File: config.mk
export PLATFORM = sky130hd
export DESIGN_NAME = bpe_ctrl
export DESIGN_NICKNAME = d
export VERILOG_FILES = /design/src/bpe_pkg.sv /design/src/bpe_ctrl.sv
export SDC_FILE = /design/constraint.sdc
export NUM_CORES = 1
export LEC_CHECK = 0
export ABC_AREA = 1
export BUFFER_PORTS_ARGS = -buffer_cell sky130_fd_sc_hd__buf_4
export CORE_AREA = 2 2 39 41
export CTS_BUF_LIST = sky130_fd_sc_hd__clkbuf_4 sky130_fd_sc_hd__clkbuf_8
export CTS_CLUSTER_DIAMETER = 40
export CTS_CLUSTER_SIZE = 40
export DETAILED_ROUTE_END_ITERATION = 7
export DIE_AREA = 0 0 41 43
export PLACE_DENSITY_LB_ADDON = 0.2
export SETUP_SLACK_MARGIN = 0.15
export SLEW_MARGIN = 5
export SYNTH_ARGS = -nofsm -noshare
export SYNTH_HDL_FRONTEND = slang
export SYNTH_SLANG_ARGS = --single-unit
File: constraint.sdc
create_clock -name clk -period 3.4 [get_ports clk]
set_input_delay 0.34 -clock clk [delete_from_list [all_inputs] [get_ports clk]]
set_output_delay 0.34 -clock clk [all_outputs]
set_load 0.03 [all_outputs]
File: src/bpe_pkg.sv
// Shared types and fixed constants for the Bezier point evaluator.
`default_nettype none
package bpe_pkg;

	// width of the points_used result field
	localparam int PU_W = 5;

	// APB data width
	localparam int APB_DW = 32;

	// register index bit (paddr[2]) of output_mode
	localparam logic REG_OUTPUT_MODE = 1'b0;

	// per-cycle command from the sequencer to every cell of the row
	typedef struct packed {
		logic diff_en;  // latch neighbor minus own value
		logic mul_en;   // scale the difference and update the point
		logic deriv;    // derivative pass: scale by degree and clip
	} cell_ctrl_t;

endpackage
`default_nettype wire

File: src/bpe_ctrl.sv
// Pass sequencer for the cell row: difference step, multiply step, result step.
`default_nettype none
module bpe_ctrl #(
	parameter int CNT_W = 5
) (
	input  logic                 clk,
	input  logic                 arst_n,
	input  logic                 go,
	input  logic [CNT_W-1:0]     go_passes,
	input  logic                 go_deriv,
	output logic                 busy,
	output logic                 done,
	output bpe_pkg::cell_ctrl_t  ctrl
);

	localparam logic [1:0] ST_IDLE = 2'd0;
	localparam logic [1:0] ST_DIFF = 2'd1;
	localparam logic [1:0] ST_MUL  = 2'd2;
	localparam logic [1:0] ST_OUT  = 2'd3;

	logic [1:0]       state_q;
	logic [CNT_W-1:0] pass_q;
	logic             deriv_q;

	always_ff @(posedge clk or negedge arst_n) begin
		if (!arst_n) begin
			state_q <= ST_IDLE;
			pass_q  <= '0;
			deriv_q <= 1'b0;
		end else begin
			unique case (state_q)
				ST_IDLE: begin
					if (go) begin
						pass_q  <= go_passes;
						deriv_q <= go_deriv;
						state_q <= (go_passes == '0) ? ST_OUT : ST_DIFF;
					end
				end
				ST_DIFF: begin
					state_q <= ST_MUL;
				end
				ST_MUL: begin
					pass_q  <= pass_q - CNT_W'(1);
					deriv_q <= 1'b0;  // only the first pass differentiates
					state_q <= (pass_q == CNT_W'(1)) ? ST_OUT : ST_DIFF;
				end
				ST_OUT: begin
					state_q <= ST_IDLE;
				end
			endcase
		end
	end

	assign busy         = (state_q != ST_IDLE);
	assign done         = (state_q == ST_OUT);
	assign ctrl.diff_en = (state_q == ST_DIFF);
	assign ctrl.mul_en  = (state_q == ST_MUL);
	assign ctrl.deriv   = deriv_q;

endmodule
`default_nettype wire

Word-level counts from Yosys, hierarchy flattened
Cells that the tools add are included.
{"block": "word_totals", "reg_bits": 8, "inputBits": 9, "out_inout_bits": 5, "elab_cells": 22}
{"block": "op_classes", "n_addsub": 1, "eq_ne": 5, "mux": 8, "n_reduce_logical": 5}
{"operator": "5-bit case mux with 2 select lines", "count": 1}
{"operator": "2-bit case mux with 4 select lines", "count": 1}
{"operator": "2-bit two-way mux", "count": 3}
{"operator": "5-bit by 1-bit == test with 1-bit output (second input constant)", "count": 1}
{"operator": "5-bit logical NOT", "count": 1}
{"operator": "5-bit two-way mux", "count": 1}
{"operator": "5-bit by 1-bit subtractor with 5-bit output (second input constant)", "count": 1}
{"operator": "2-bit == test (second input constant)", "count": 2}
{"operator": "2-bit nonzero test", "count": 2}
{"operator": "2-bit by 1-bit == test with 1-bit output (second input constant)", "count": 1}
{"operator": "2-bit logical NOT", "count": 1}
{"operator": "2-bit inequality test (second input constant)", "count": 1}
{"operator": "1-bit case mux with 2 select lines", "count": 1}
{"operator": "2-bit AND reduction", "count": 1}
{"operator": "1-bit two-way mux", "count": 1}

Logic depth before layout (Yosys ltp)
{"block": "depth", "word_depth": 4, "depth_mapped": 8, "ltp_nobuf": 8}

Least setup slack after synthesis
Ideal clock, no wire load.
{"block": "synth_path", "path_kind": "register to output", "startpoint": "register state_q[1]", "endpoint": "output ctrl[2] (netlist name)", "t_arrival_ps": 826, "required_ps": 3060, "slack_ps": 2234, "path_stages_with_launch": 4, "n_path_buf": 0, "cell_sequence": "dfrtp_1 -> inv_2 -> nand2_1 -> inv_1"}
{"element": "from (decl)", "line": "bpe_ctrl.sv:21", "text": "logic [1:0] state_q;"}
{"element": "from (signal assigned)", "line": "bpe_ctrl.sv:36", "text": "state_q <= (go_passes == '0) ? ST_OUT : ST_DIFF;"}
{"element": "from (signal assigned)", "line": "bpe_ctrl.sv:45", "text": "state_q <= (pass_q == CNT_W'(1)) ? ST_OUT : ST_DIFF;"}
{"element": "to (decl)", "line": "bpe_ctrl.sv:13", "text": "output bpe_pkg::cell_ctrl_t ctrl"}

==> results.md <==
* Ys async rst share at 100%
* # setup viols final at 0
* Power Dens Cells at 912 nW/um^2
* Slowest CP cell: dfrtp_1
* CTS buffer count at 3
* CTS sink count at 8
* Top-count cell post-synth: nand2_1
* CP endpoint kind: primary output
* Cells after Synth at 77
* Skew-Pair Late Insertion Delay at 0.26 ns
* Syn nets at 88
* Worst reg2reg path depth at 7
* Post-CTS Setup Repair Bufs at 0
* Final-layout fill cell count at 140
* RSZ-0062 raised after global routing: no
* H-tree lvl count at 1
* Hold_sp: go_deriv
* Ant. Diodes at 0
* Max-slew violations at 0
* Buf+Inv Stages, Crit Path at 2
* F_max at between 600 and 700 MHz
* Clock root cell: clkbuf_4
* Post-Syn Area at 541 um^2
* Crit path time final at around 1.5 ns
* Critical path startpoint category: flip-flop
* Crit path kind: reg2out
* Critical path depth at 3
* Crit-path max FO at 6
* Ys Warns at 0
* Unique masters post-synth at 15
* Worst-path cell chain: inv_2, nor2_4, buf_4
* Initial DRC Count at 11
* Initial Util at 39.1%
* Post-Route WL at roughly 1.2 mm
* Fin. Hold Viols at 0
* Port bufs at 13
* Placer Congestion at 0.716
* Multi-input logic area at between 200 and 300 um^2
* Drt pass-1 iters at 3
* Top Ports at 14
* Row cnt at 14
* GRT overflow at 0
* WHS at 0.313 ns
* Resized Gates After CTS at 0
* Max Cap Viol at 0
* CP startpoint: state_q[1]
* Number of global-route vias before repair at about 460
* Post-Route Setup TNS at 0 ns
* Storage cell area at 200 um^2
* Final Skew at 0.000504 ns
* Vias at 498
* Transition time of the tightest slew-check pin at around 0.32 ns
* Die Width at between 40 and 50 um
* CP required at 3.06 ns
* Vias/cell at about 4.6
* Reg clk slew, reported paths at approximately 0.060 ns
* HPWL after DPL at just over 900 um
* DR WL/cell at 10.8 um
* Leakage at roughly 0.38 nW
* Hold/Removal Path Class: in2reg
* Synth top area share at 37.0%
* Worst slew margin at 78.4%
* Seq cells post-synth at 8
* Top post-synthesis cells by area: dfrtp_1, nand2_1, nand3_1
* Fin crit share at between 40% and 50%
* Reg-to-reg critical path startpoint: pass_q[0]
* Layout cells sized above 1 at between 20% and 30%
* Post-synth top flop: dfrtp_1
* # DRC at 0
* Post-Syn Area per Cell at 7.02 um^2
* Max IR drop VDD at 0.415 mV
* Die ar. at between 1500 and 2000 um^2
* Post-synthesis sequential area ratio at a little under two fifths
* First-pass GRT wire length at ~1.8 mm
* Final net count at ~110
* Arrival time worst endpoint at 1.18 ns
* Kind of cell adding the most delay to the critical path: flip-flops
* GRT Total Usage at between 15 and 20%
* Status: completed
* Yosys top cell by area: dfrtp_1
* CTS tree: yes
* Longest Clk Path Bufs at 2
* Worst path max stage delay at ~0.47 ns
* Post-synth EDFFs at 0
* Hold Path Depth at 3
* Final ANT Viol Nets at 0
* Synth cell count leaders: nand2_1, inv_1, nand3_1, dfrtp_1, nor2_1
* Largest net degree at the start of global routing at 9
* Die H at ~43 um
* Core Box Area at 1380 um^2
* Initial antenna violation count at 0
* P&R area growth vs syn at 26.4%
-- worst paths after layout --
path | slack (ns) | end
max | 1.88 | ctrl[1]
min | 0.31 | deriv_q
min reg2reg | 0.48 | deriv_q
min in group asynchronous | 0.44 | pass_q[2]
max in group asynchronous | 2.83 | pass_q[4]
max reg2reg | 2.21 | pass_q[2]
-- through the flow --
step	std cells	utilization (%)	setup WS [ns]	power (W)	cell area [um^2]
2_1_floorplan	77	-	2.23	0.000456	541
3_3_place_gp	105	47.0	2.17	0.000541	651
3_5_place_dp	105	47.0	2.16	0.000549	651
4_1_cts	109	49.4	1.88	0.000628	683
5_1_grt	109	49.4	1.82	0.000682	683
6_report	109	49.4	1.88	0.000623	683
-- where the power goes --
part	total (W)	internal [W]	switching [W]	leakage (nW)
combinational	0.000348	0.000128	0.000220	0.265
sequential	0.000197	0.000141	0.0000559	0.0993
clock	0.0000777	0.0000407	0.0000370	0.0138
-- flip-flops by register name, summed over array words and instances (netlist names) --
register / cells
state_q: 2
pass_q: 5
deriv_q: 1
-- routing by layer --
metal	share of wire [%]	GRT usage (%)	wire, um
met3	3.8	4.71	45
met4	3.4	12.0	40
met2	44	22.8	522
met5	0	0	0
met1	48	20.1	569
-- logic make-up after synthesis --
family / synth area share, %
buf+inv: 11.1
simple gates: 39.1
flops: 37.0
fa+ha+maj: 4.63
compound gates: 8.10
-- what timing repair did --
action / 4_1_cts / 5_1_grt
hold endpoints to repair: 8 / 0
endpoints found under the setup margin: 0 / 0
hold buffers: 1 / 0
-- layout make-up --
type | count | area share (%)
inverter | 14 | 7.69
timing repair buffer | 14 | 15.8
clock buffer | 3 | 3.30
multi-input combinational | 54 | 41.0
sequential | 8 | 29.3
tap | 16 | 2.93
-- cells in the final DEF (no fill, tap or decap), drive strengths merged --
cell type and instances:
ha 2, dlygate4sd3 1, nand3 9, nand2 26, o21ai 4, buf 13
clkbuf 3, a21oi 1, o211ai 1, nor2 11, inv 14, dfrtp 8
-- worst reg2reg max path: cells and delay by family, from the launching register on --
family | cells | cell delay [ns]
buffers and inverters | 2 | 0.17
AO/OA/AOI/OAI | 1 | 0.09
adder cells (fa/ha/maj) | 1 | 0.24
AND/OR/NAND/NOR | 3 | 0.18
flip-flops | 1 | 0.40
Power figures use the tool's default switching activity.
